`config.mk`:
```
export PLATFORM = sky130hd
export DESIGN_NAME = vht_stage
export DESIGN_NICKNAME = d
export VERILOG_FILES = /design/src/rtl/core/vht_pkg.sv /design/src/rtl/core/vht_stage.sv
export SDC_FILE = /design/constraint.sdc
export NUM_CORES = 1
export LEC_CHECK = 0
export BUFFER_PORTS_ARGS = -buffer_cell sky130_fd_sc_hd__buf_2
export CAP_MARGIN = 10
export CORE_ASPECT_RATIO = 0.8
export CORE_UTILIZATION = 57
export DETAILED_ROUTE_END_ITERATION = 10
export PLACE_DENSITY = 0.83
export SLEW_MARGIN = 20
export SYNTH_ARGS = -nofsm -noshare
export SYNTH_HDL_FRONTEND = slang
export SYNTH_SLANG_ARGS = --single-unit
```
`constraint.sdc`:
```
create_clock -name clk -period 0.9 [get_ports clk]
set_input_delay 0.135 -clock clk [delete_from_list [all_inputs] [get_ports clk]]
set_output_delay 0.135 -clock clk [all_outputs]
set_load 0.1 [all_outputs]
```
`src/rtl/core/vht_pkg.sv`:
```
// Shared types, constants and the arctangent step table of the heading block.
package vht_pkg;

    // Field and datapath widths
    localparam int STATUS_W     = 8;
    localparam int FIELD_W      = 16;
    localparam int HEADING_W    = 12;
    localparam int INPUT_SCALE  = 30;
    // Magnitude after negation and CORDIC gain stays below 2^47; keep a guard bit
    localparam int DW           = 49;
    // Integer bits of the angle accumulator (range -999 .. 2799 tenths)
    localparam int ANGLE_INT_W  = 13;
    localparam int WRAP_W       = 14;

    // Angle constants in tenths of a degree
    localparam int FULL_CIRCLE  = 3600;
    localparam int HALF_CIRCLE  = 180 * 10;
    localparam int QUARTER      = 900;
    localparam int THREE_QUARTER = 2700;
    localparam int HEADING_MAX  = FULL_CIRCLE - 1;

    // Status register: data ready flag
    localparam int DRDY_BIT     = 0;

    // Step table: atan(2^-i) in tenths of a degree, 24 fraction bits
    localparam int TABLE_FRAC   = 24;
    localparam int TABLE_LEN    = 24;
    localparam longint ATAN_TAB [0:TABLE_LEN-1] = '{
        64'sd7549747200, 64'sd4456876016, 64'sd2354890885, 64'sd1195379383,
        64'sd600009343,  64'sd300297169,  64'sd150185227,  64'sd75097196,
        64'sd37549171,   64'sd18774657,   64'sd9387338,    64'sd4693670,
        64'sd2346835,    64'sd1173418,    64'sd586709,     64'sd293354,
        64'sd146677,     64'sd73339,      64'sd36669,      64'sd18335,
        64'sd9167,       64'sd4584,       64'sd2292,       64'sd1146
    };

    // Control word that travels beside the CORDIC operands
    typedef struct packed {
        logic                 valid_res;
        logic                 special;
        logic [HEADING_W-1:0] fixed_heading;
    } vht_ctrl_t;

    // Round one step angle half up to the requested fraction bits
    function automatic longint atan_step(input int idx, input int frac);
        int     sh;
        longint half;
        sh   = TABLE_FRAC - frac;
        half = (sh > 0) ? (longint'(1) << (sh - 1)) : longint'(0);
        return (ATAN_TAB[idx] + half) >>> sh;
    endfunction

endpackage

```
`src/rtl/core/vht_stage.sv`:
```
// One registered CORDIC vectoring micro-rotation with its control word.
module vht_stage #(
    parameter int SHIFT = 0,
    parameter int ZW    = 29,
    parameter logic signed [ZW-1:0] ANGLE = '0
) (
    input  logic                           clk,
    input  logic                           rst_n,
    input  logic                           advance,
    input  logic                           prev_valid,
    input  logic signed [vht_pkg::DW-1:0]  prev_x,
    input  logic signed [vht_pkg::DW-1:0]  prev_y,
    input  logic signed [ZW-1:0]           prev_z,
    input  vht_pkg::vht_ctrl_t             prev_ctrl,
    output logic                           cur_valid,
    output logic signed [vht_pkg::DW-1:0]  cur_x,
    output logic signed [vht_pkg::DW-1:0]  cur_y,
    output logic signed [ZW-1:0]           cur_z,
    output vht_pkg::vht_ctrl_t             cur_ctrl
);

    logic                          valid_reg;
    logic signed [vht_pkg::DW-1:0] x_reg, x_next;
    logic signed [vht_pkg::DW-1:0] y_reg, y_next;
    logic signed [ZW-1:0]          z_reg, z_next;
    vht_pkg::vht_ctrl_t            ctrl_reg;
    logic signed [vht_pkg::DW-1:0] x_sh;
    logic signed [vht_pkg::DW-1:0] y_sh;

    // Rotate toward the x axis: direction from the sign of y
    always_comb
    begin
        x_sh = prev_x >>> SHIFT;
        y_sh = prev_y >>> SHIFT;
        if (prev_y > 0)
        begin
            x_next = prev_x + y_sh;
            y_next = prev_y - x_sh;
            z_next = prev_z + ANGLE;
        end
        else
        begin
            x_next = prev_x - y_sh;
            y_next = prev_y + x_sh;
            z_next = prev_z - ANGLE;
        end
    end

    // Advance the valid bit
    always_ff @(posedge clk or negedge rst_n)
    begin
        if (!rst_n)
            valid_reg <= 1'b0;
        else if (advance)
            valid_reg <= prev_valid;
    end

    // Hold or load the payload
    always_ff @(posedge clk)
    begin
        if (advance)
        begin
            x_reg    <= x_next;
            y_reg    <= y_next;
            z_reg    <= z_next;
            ctrl_reg <= prev_ctrl;
        end
    end

    assign cur_valid = valid_reg;
    assign cur_x     = x_reg;
    assign cur_y     = y_reg;
    assign cur_z     = z_reg;
    assign cur_ctrl  = ctrl_reg;

endmodule

```
==> results of run 1 <==
[cells by family after synthesis]
group	Yosys count	synth area share, %
AOI/OAI and AO/OA	564	26.2
and+or+nand+nor	426	15.1
buffers and inverters	224	6.40
adders and majority gates	147	13.7
DFF	141	31.1
xor gates and xnor gates	91	5.86
muxes	22	1.63
[through the flow]
stage	util [%]	instance area (um2)	setup TNS (ns)	worst slack, ns	hold slack (ns)
after floorplan	-	14600	-143.44	-1.83	-0.161
after global placement	96.4	22500	-179.14	-2.19	-0.0891
after detailed placement	96.4	22500	-194.95	-2.44	-0.0814
[cell usage after synthesis (4+ instances only)]
cell type and instances:
sky130_fd_sc_hd__a31oi_1 10, sky130_fd_sc_hd__nand4_1 23, sky130_fd_sc_hd__mux2i_1 21, sky130_fd_sc_hd__o311ai_0 4, sky130_fd_sc_hd__nor4_1 18, sky130_fd_sc_hd__a21oi_1 213, sky130_fd_sc_hd__o31ai_1 16, sky130_fd_sc_hd__edfxtp_1 140
sky130_fd_sc_hd__buf_1 7, sky130_fd_sc_hd__nor2b_1 16, sky130_fd_sc_hd__a21o_1 30, sky130_fd_sc_hd__o21a_1 12, sky130_fd_sc_hd__nand3b_1 5, sky130_fd_sc_hd__o21ai_1 4, sky130_fd_sc_hd__or3_1 13, sky130_fd_sc_hd__a211oi_1 23
sky130_fd_sc_hd__o22ai_1 7, sky130_fd_sc_hd__o2111ai_1 4, sky130_fd_sc_hd__a221oi_1 4, sky130_fd_sc_hd__clkinv_1 6, sky130_fd_sc_hd__a21boi_0 6, sky130_fd_sc_hd__ha_1 144, sky130_fd_sc_hd__nand2_1 84, sky130_fd_sc_hd__and2_1 8
sky130_fd_sc_hd__nor2_1 146, sky130_fd_sc_hd__or2_2 8, sky130_fd_sc_hd__xnor2_1 88, sky130_fd_sc_hd__and3_1 10, sky130_fd_sc_hd__o21bai_1 24, sky130_fd_sc_hd__o21ai_0 133, sky130_fd_sc_hd__clkbuf_1 46, sky130_fd_sc_hd__nand2b_1 14
sky130_fd_sc_hd__buf_2 9, sky130_fd_sc_hd__and4_1 4, sky130_fd_sc_hd__nor3_1 38, sky130_fd_sc_hd__o31a_1 9, sky130_fd_sc_hd__nand3_1 26, sky130_fd_sc_hd__o211ai_1 13, sky130_fd_sc_hd__inv_1 151, sky130_fd_sc_hd__a211o_1 5
==> summary.md, run 1 <==
Run status
• **outcome** aborted with a tool error
• **Last stage** 4_1_cts
• **Error Message** [ERROR DPL-0038] Utilization greater than 100%, impossible to legalize

Synth
• **area share of the leading cell type in the synthesized netlist** 30.9%
• **post-synthesis instance total** 1615
• **cell taking the most area after synthesis** sky130_fd_sc_hd__edfxtp_1
• **combined area of all synthesized cells** 13600 um2
• **syn nets** 1907
• **async set-reset flop share out of synthesis** 0.709%
• **sequential-to-total area share from yosys stat** 31.1%
• **synthesized flop and latch total** 141
• **distinct cell type count of the synthesized netlist** 88
• **synthesized area per cell** 8.42 um2
• **biggest area contributors in the synthesized netlist** sky130_fd_sc_hd__edfxtp_1, sky130_fd_sc_hd__ha_1, sky130_fd_sc_hd__a21oi_1
• **EDFF count, synth** 140
• **Yosys warnings** 0
• **main flop type after synthesis** sky130_fd_sc_hd__edfxtp_1

Placed design
• **number of buffer cells added on primary ports** 286
• **routability cong.** 1.22
• **placed insts** 2735
• **sum of net half-perimeters after detailed placement** 64900 um

Clocking
• **CTS root buffer** sky130_fd_sc_hd__clkbuf_16
• **maximum buffer depth of the clock tree** 2
• **count of H-tree levels built during CTS** 4
• **number of cells upsized or downsized after cts** 477
• **number of sinks handled by clock tree synthesis** 141
• **hold-fix buffer count after cts** 46
• **post-CTS setup buffer count** 83
• **Inserted Clock Buffers** 17

Die
• **Horiz. Die Dim** 175 um
• **total I/O pin count** 287
• **Initial Utilization** 58.1%
• **die span in y** 140 um
• **number of standard-cell rows in the floorplan** 50

==> run 2, diff against run 1 <==
--- a/config.mk
+++ b/config.mk
@@ -7,10 +7,9 @@
 export LEC_CHECK = 0
 export BUFFER_PORTS_ARGS = -buffer_cell sky130_fd_sc_hd__buf_2
 export CAP_MARGIN = 10
-export CORE_ASPECT_RATIO = 0.8
-export CORE_UTILIZATION = 57
+export CORE_UTILIZATION = 40
 export DETAILED_ROUTE_END_ITERATION = 10
-export PLACE_DENSITY = 0.83
+export PLACE_DENSITY_LB_ADDON = 0.15
 export SLEW_MARGIN = 20
 export SYNTH_ARGS = -nofsm -noshare
 export SYNTH_HDL_FRONTEND = slang
==> run 2 against run 1 <==
Compared with the run above:
- the flow now finishes, with violations (negative setup slack)
- synthesized cell count did not move
- synthesized area unchanged
==> summary.md, run 2 <==
Run status
• **outcome** finished, violations left
• **violations in the final reports** negative setup slack

Finish
• **Area Overhead vs Synth** 103%
• **commonest non-fill, non-tap cell in the layout** sky130_fd_sc_hd__buf_4
• **post-route cell area** 27600 um2
• **flip-flop count of the largest register after layout** 49
• **final core utilization** 82.6%
• **layout cells sized above 1** 55.1%
• **commonest non-fill, non-tap cells in the layout** sky130_fd_sc_hd__buf_4, sky130_fd_sc_hd__buf_12, sky130_fd_sc_hd__a21oi_1
• **total number of nets in the final design** 2965

Critical path
• **reg-to-reg endpoint** cur_valid$_DFFE_PN0P_
• **Worst Setup End Kind** register
• **setup slack of the worst register-to-register path** 0.01 ns
• **crit path kind** in2reg
• **launching element type of the critical path** input port
• **CP max-delay cell** sky130_fd_sc_hd__fa_2
• **number of cells traversed by the worst register-to-register path** 1
• **Crit Path Max Fanout** 4
• **Crit path largest cell delay** 0.38 ns
• **CP Data Arrival Time** 3.00 ns
• **Most Frequent Cell on Critical Path** sky130_fd_sc_hd__buf_6
• **endpoint required time on the critical path** 1.10 ns
• **worst r2r src** cur_valid$_DFFE_PN0P_
• **Cell Chain, Critical Path** buf_12 > ha_4 > fa_2 > nor2b_4 > o21ai_4 > a31oi_4 > o31ai_4 > buf_6 > o221ai_4 > buf_4 > buf_6 > a31o_4 > a211oi_4 > o22ai_2 > xnor2_1

Synth
• **cell with the most instances after synthesis** sky130_fd_sc_hd__a21oi_1
• **biggest area contributors in the synthesized netlist** sky130_fd_sc_hd__edfxtp_1, sky130_fd_sc_hd__ha_1, sky130_fd_sc_hd__a21oi_1
• **async set-reset flop share out of synthesis** 0.709%
• **cell taking the most area after synthesis** sky130_fd_sc_hd__edfxtp_1
• **sequential-to-total area share from yosys stat** 31.1%
• **syn nets** 1907
• **main flop type after synthesis** sky130_fd_sc_hd__edfxtp_1
• **distinct cell type count of the synthesized netlist** 88
• **Yosys warnings** 0
• **synth cell count leaders** sky130_fd_sc_hd__a21oi_1, sky130_fd_sc_hd__inv_1, sky130_fd_sc_hd__nor2_1
• **synthesized flop and latch total** 141
• **combined area of all synthesized cells** 13600 um2
• **area share of the leading cell type in the synthesized netlist** 30.9%
• **synthesized area per cell** 8.42 um2
• **EDFF count, synth** 140
• **post-synthesis instance total** 1615

Timing
• **unrepaired setup endpoints after global routing** true
• **tightest hold margin** 0.142 ns
• **Worst-Margin Slew** 0.834 ns
• **final slew viol count** 0
• **final worst path period share** 312%
• **Max transition margin** 43.8%
• **f_max** 356 MHz
• **final setup violation count** 238
• **final worst clock skew** 0 ns
• **final critical delay including setup and external delays** 2.81 ns
• **final worst-path setup slack** -1.91 ns
• **Hold Fails Final Rpt** 0

Die
• **full die area** 34700 um2
• **Initial Utilization** 40.7%
• **number of standard-cell rows in the floorplan** 67
• **die span in y** 186 um
• **Horiz. Die Dim** 186 um
• **core outline area** 33400 um2
• **total I/O pin count** 287

Placed design
• **routability cong.** 1.02
• **number of buffer cells added on primary ports** 286
• **sum of net half-perimeters after detailed placement** 55400 um
• **placed instance area** 23500 um2

Run
• **max cap viols** 0

Hold path
• **WHS Path Cells** 2
• **Endpoint, Worst Hold** cur_x[40]$_DFFE_PP_
• **Hold Path Class** in2reg
• **start point of the worst hold path** advance

Clocking
• **clk_lat worst skew** 0.45 ns
• **clock tree from TritonCTS** built
• **number of sinks handled by clock tree synthesis** 141
• **Inserted Clock Buffers** 17
• **clock-pin transition on the worst setup and hold timing paths** 0.07 ns
• **count of H-tree levels built during CTS** 4
• **maximum buffer depth of the clock tree** 2
• **CTS root buffer** sky130_fd_sc_hd__clkbuf_16

Pwr
• **power density relative to cell area** 1560 nW/um2
• **P_leak** 12.3 nW
• **maximum vdd drop** 1.44 mV

Drt
• **remaining number of nets flagged by the antenna check after routing** 0
• **post-route DRC violation count** 0
• **DRT Wirelength** 76100 um
• **router iterations before antenna repair** 6
• **via density per instance** 5.80
• **routed length per instance** 24.3 um
• **count of vias placed by the detailed router** 18200
• **starting DRC count in detailed routing** 1936

Global route
• **initial antenna violation count** 1
• **remaining global-route overflow** 0
• **vias in the first global route** 18200
• **global-route wire length before repair** 107000 um
• **largest net degree at the start of global routing** 51
• **all-layer global routing usage** 40.4%

-- run 2: worst max-delay path: cells and delay by family --
kind,cells,cell delay (ns)
and+or+nand+nor,1,0.16
xor gates and xnor gates,1,0.14
AOI/OAI and AO/OA,7,1.47
buffers and inverters,4,0.53
adders and majority gates,2,0.55
-- run 2: where the power goes --
group / switching [mW] / total [mW] / internal [mW] / leakage, nW
registers: 0.942 / 9.49 / 8.54 / 1.38
logic: 15.5 / 26.4 / 10.9 / 10.6
clock network: 3.42 / 7.28 / 3.86 / 0.270
-- run 2: per-stage QoR --
stage	setup WS, ns	setup TNS [ns]	total power, mW	cells
after floorplan	-1.83	-143.44	21.5	1615
after global placement	-2.32	-185.28	32.0	2964
after detailed placement	-2.34	-189.31	32.3	2964
after CTS	-1.75	-172.99	41.4	3096
after global routing	-1.96	-191.74	44.1	3134
final	-1.91	-186.07	43.1	3135
-- run 2: worst max path at each step --
stage | startpoint | end | slack [ns] | depth (start not counted)
2_1_floorplan | prev_x[0] | cur_y[48]$_DFFE_PP_ | -1.83 | 11
3_3_place_gp | prev_x[34] | cur_y[40]$_DFFE_PP_ | -2.32 | 14
3_5_place_dp | prev_x[37] | cur_x[44]$_DFFE_PP_ | -2.34 | 13
4_1_cts | prev_x[8] | cur_x[46]$_DFFE_PP_ | -1.75 | 13
5_1_grt | prev_y[0] | cur_y[42]$_DFFE_PP_ | -1.96 | 15
6_report | prev_y[0] | cur_y[42]$_DFFE_PP_ | -1.91 | 15
-- run 2: cells by family after synthesis --
logic type / count (synthesis) / synth area share [%]
adder cells (fa/ha/maj): 147 / 13.7
XOR/XNOR: 91 / 5.86
multiplexers: 22 / 1.63
buffers and inverters: 224 / 6.40
AO/OA/AOI/OAI: 564 / 26.2
AND/OR/NAND/NOR: 426 / 15.1
flip-flops: 141 / 31.1
-- run 2: metal layers --
metal	GRT usage (%)	vias up	part of all wire, %
met5	0	-	0
met4	20.7	0	6.2
met3	7.56	294	9.2
met2	67.1	1187	47
met1	49.9	8707	38
li1	-	7980	-
-- run 2: layout make-up --
| cell class | count | area, um2 |
|---|---|---|
| Timing Repair Buffer | 1105 | 10600 |
| Tap cell | 448 | 561 |
| Antenna cell | 1 | 2.50 |
| Multi-Input combinational cell | 1250 | 11000 |
| Inverter | 158 | 643 |
| Clock inverter | 14 | 135 |
| Sequential cell | 141 | 4230 |
| Fill cell | 1916 | 5830 |
| Clock buffer | 18 | 429 |
-- run 2: repair_timing --
action,4_1_cts,5_1_grt
hold buffers,46,0
gates resized for setup,367,164
setup endpoints to repair,238,238
pin swaps,159,127
setup buffers,57,55
hold endpoints to repair,45,0
cloned,4,0
(Power assumes the default switching activity.)
==> run 3, diff against run 2 <==
--- a/config.mk
+++ b/config.mk
@@ -14,3 +14,4 @@
 export SYNTH_ARGS = -nofsm -noshare
 export SYNTH_HDL_FRONTEND = slang
 export SYNTH_SLANG_ARGS = --single-unit
+export TNS_END_PERCENT = 1
==> run 3 against run 2 <==
Compared with the run above:
- critical path type unchanged
- largest power group unchanged
- first-iteration DRC count rose by 16%
- clock-buffer cell count fell by 1
- the flow still finishes with violations (negative setup slack)
- register-to-register slack better by 0.10 ns
- worst setup slack got worse by 0.018 ns
- worst hold slack got worse by 0.087 ns
- clock skew did not move
==> summary.md, run 3 (same netlist as run 2, synthesis figures left out) <==
Finish
• **post-route cell area** 25100 um2
• **# fillers** 2326
• **non-filler instance count after layout** 3048
• **commonest non-fill, non-tap cell in the layout** sky130_fd_sc_hd__buf_4
• **total number of nets in the final design** 2879
• **final core utilization** 75.1%
• **Area Overhead vs Synth** 84.6%
• **flip-flop count of the largest register after layout** 49
• **layout cells sized above 1** 46.7%
• **ANT cells** 0
• **commonest non-fill, non-tap cells in the layout** sky130_fd_sc_hd__buf_4, sky130_fd_sc_hd__a21oi_1, sky130_fd_sc_hd__buf_12

Drt
• **post-route DRC violation count** 0
• **router iterations before antenna repair** 8
• **routed length per instance** 23.6 um
• **DRT Wirelength** 72000 um
• **via density per instance** 5.76
• **starting DRC count in detailed routing** 2241
• **remaining number of nets flagged by the antenna check after routing** 0
• **count of vias placed by the detailed router** 17600

Clocking
• **clk_lat worst skew** 0.46 ns
• **maximum buffer depth of the clock tree** 2
• **Inserted Clock Buffers** 17
• **clock-pin transition on the worst setup and hold timing paths** 0.08 ns
• **clock tree from TritonCTS** built
• **number of sinks handled by clock tree synthesis** 141
• **CTS root buffer** sky130_fd_sc_hd__clkbuf_16
• **count of H-tree levels built during CTS** 4

Timing
• **final critical delay including setup and external delays** 2.83 ns
• **final worst path period share** 314%
• **f_max** 354 MHz
• **final worst clock skew** 0 ns
• **Worst-Margin Slew** 0.646 ns
• **final worst-path setup slack** -1.93 ns
• **Max transition margin** 56.4%
• **sum of negative setup slack** -187.88 ns
• **final slew viol count** 0
• **final setup violation count** 238
• **Hold Fails Final Rpt** 0
• **unrepaired setup endpoints after global routing** true

Run status
• **violations in the final reports** negative setup slack
• **outcome** finished, violations left

Run
• **max cap viols** 0

Die
• **die span in y** 186 um
• **number of standard-cell rows in the floorplan** 67
• **total I/O pin count** 287
• **Horiz. Die Dim** 186 um
• **Initial Utilization** 40.7%
• **core outline area** 33400 um2
• **full die area** 34700 um2

Pwr
• **sequential share of power** 22.9%
• **fraction of power spent switching nets** 46.1%
• **Clk network pwr share** 19.1%
• **Net Switching** 19.1 mW
• **power density relative to cell area** 1650 nW/um2
• **Total Power Consumption** 41.4 mW
• **part of the power in combinational logic** 58.1%
• **Int Power** 22.3 mW
• **maximum vdd drop** 1.56 mV
• **P_leak** 11.4 nW

Global route
• **remaining global-route overflow** 0
• **vias in the first global route** 17500
• **global-route wire length before repair** 104000 um
• **all-layer global routing usage** 39.3%
• **initial antenna violation count** 0
• **largest net degree at the start of global routing** 52

Critical path
• **launching element type of the critical path** input port
• **CP Data Arrival Time** 3.05 ns
• **crit path kind** in2reg
• **Crit Path Max Fanout** 4
• **Worst Setup End Kind** register
• **endpoint required time on the critical path** 1.12 ns

Placed design
• **placed instance area** 22700 um2
• **placed insts** 2952
• **sum of net half-perimeters after detailed placement** 54500 um
• **number of buffer cells added on primary ports** 286
• **routability cong.** 1.01

Hold path
• **Hold Path Class** in2reg

run 3: changes by cell type in the layout (fill, tap and decap cells not counted), sizes merged:
cell      change
buf          -86
bufinv        +1
clkbuf        -1
clkinv        -1
clkinvlp      -1
diode         -1
inv           +2
run 3: repair_timing:
| action | CTS | global route |
|---|---|---|
| hold buffers | 46 | 0 |
| buffers inserted | 6 | 13 |
| endpoints found under the hold margin | 45 | 0 |
| resized for setup | 104 | 175 |
| endpoints found under the setup margin | 238 | 238 |
| pin swaps | 25 | 32 |
run 3: per-stage QoR:
stage	hold WS [ns]	setup WS, ns
finish	0.0549	-1.93
global route	0.0527	-1.93
CTS	0.0687	-1.86
detailed placement	-0.0880	-2.48
global placement	-0.0901	-2.40
floorplan	-0.161	-1.84
run 3: power groups by stage:
stage	Combinational (mW)	Clock [mW]	Sequential (mW)
after detailed placement	22.2	0	9.53
after CTS	22.8	7.74	9.42
final	24.0	7.89	9.47
after global routing	24.8	8.10	9.53
after global placement	21.9	0	9.49
after floorplan	5.20	0	15.7
run 3: per-layer routing:
layer  share of wire, %  global-route usage [%]  wire length [um]
met1                 42                    53.4             30100
met5                  0                       0                 0
met2                 44                    62.0             31900
met4                4.6                    13.7              3340
met3                9.3                    7.77              6730
run 3: area by class of cell:
class	count	area (um2)	area share, %
inverters	158	606	2.41
multi-input cells	1250	9630	38.3
flip-flops and latches	141	4230	16.8
clock buffers	17	425	1.69
clock inverters	15	175	0.698
well taps	448	561	2.23
repair buffers	1019	9480	37.8
run 3: critical path, stage by stage:
cell	delay, ns
sky130_fd_sc_hd__buf_2	0.13
sky130_fd_sc_hd__ha_4	0.25
sky130_fd_sc_hd__or3_4	0.39
sky130_fd_sc_hd__or4b_4	0.55
sky130_fd_sc_hd__a31oi_4	0.25
sky130_fd_sc_hd__o31ai_4	0.11
sky130_fd_sc_hd__buf_4	0.17
sky130_fd_sc_hd__o221ai_4	0.20
sky130_fd_sc_hd__a31oi_4	0.20
sky130_fd_sc_hd__o31a_1	0.32
sky130_fd_sc_hd__o21ba_1	0.20
sky130_fd_sc_hd__xnor2_1	0.13
run 3: path summary, 6_finish.rpt:
| path | start | endpoint | slack (ns) | depth (start not counted) |
|---|---|---|---|---|
| worst max-delay path | prev_y[8] | cur_x[46]$_DFFE_PP_ | -1.93 | 12 |
| worst min-delay path | prev_y[0] | cur_x[0]$_DFFE_PP_ | 0.05 | 3 |
| worst max register to register | cur_valid$_DFFE_PN0P_ | cur_valid$_DFFE_PN0P_ | 0.11 | 1 |
| worst min register to register | cur_valid$_DFFE_PN0P_ | cur_valid$_DFFE_PN0P_ | 0.58 | 1 |
| max in group asynchronous | rst_n | cur_valid$_DFFE_PN0P_ | 0.24 | 3 |
| min in group asynchronous | rst_n | cur_valid$_DFFE_PN0P_ | 0.55 | 3 |
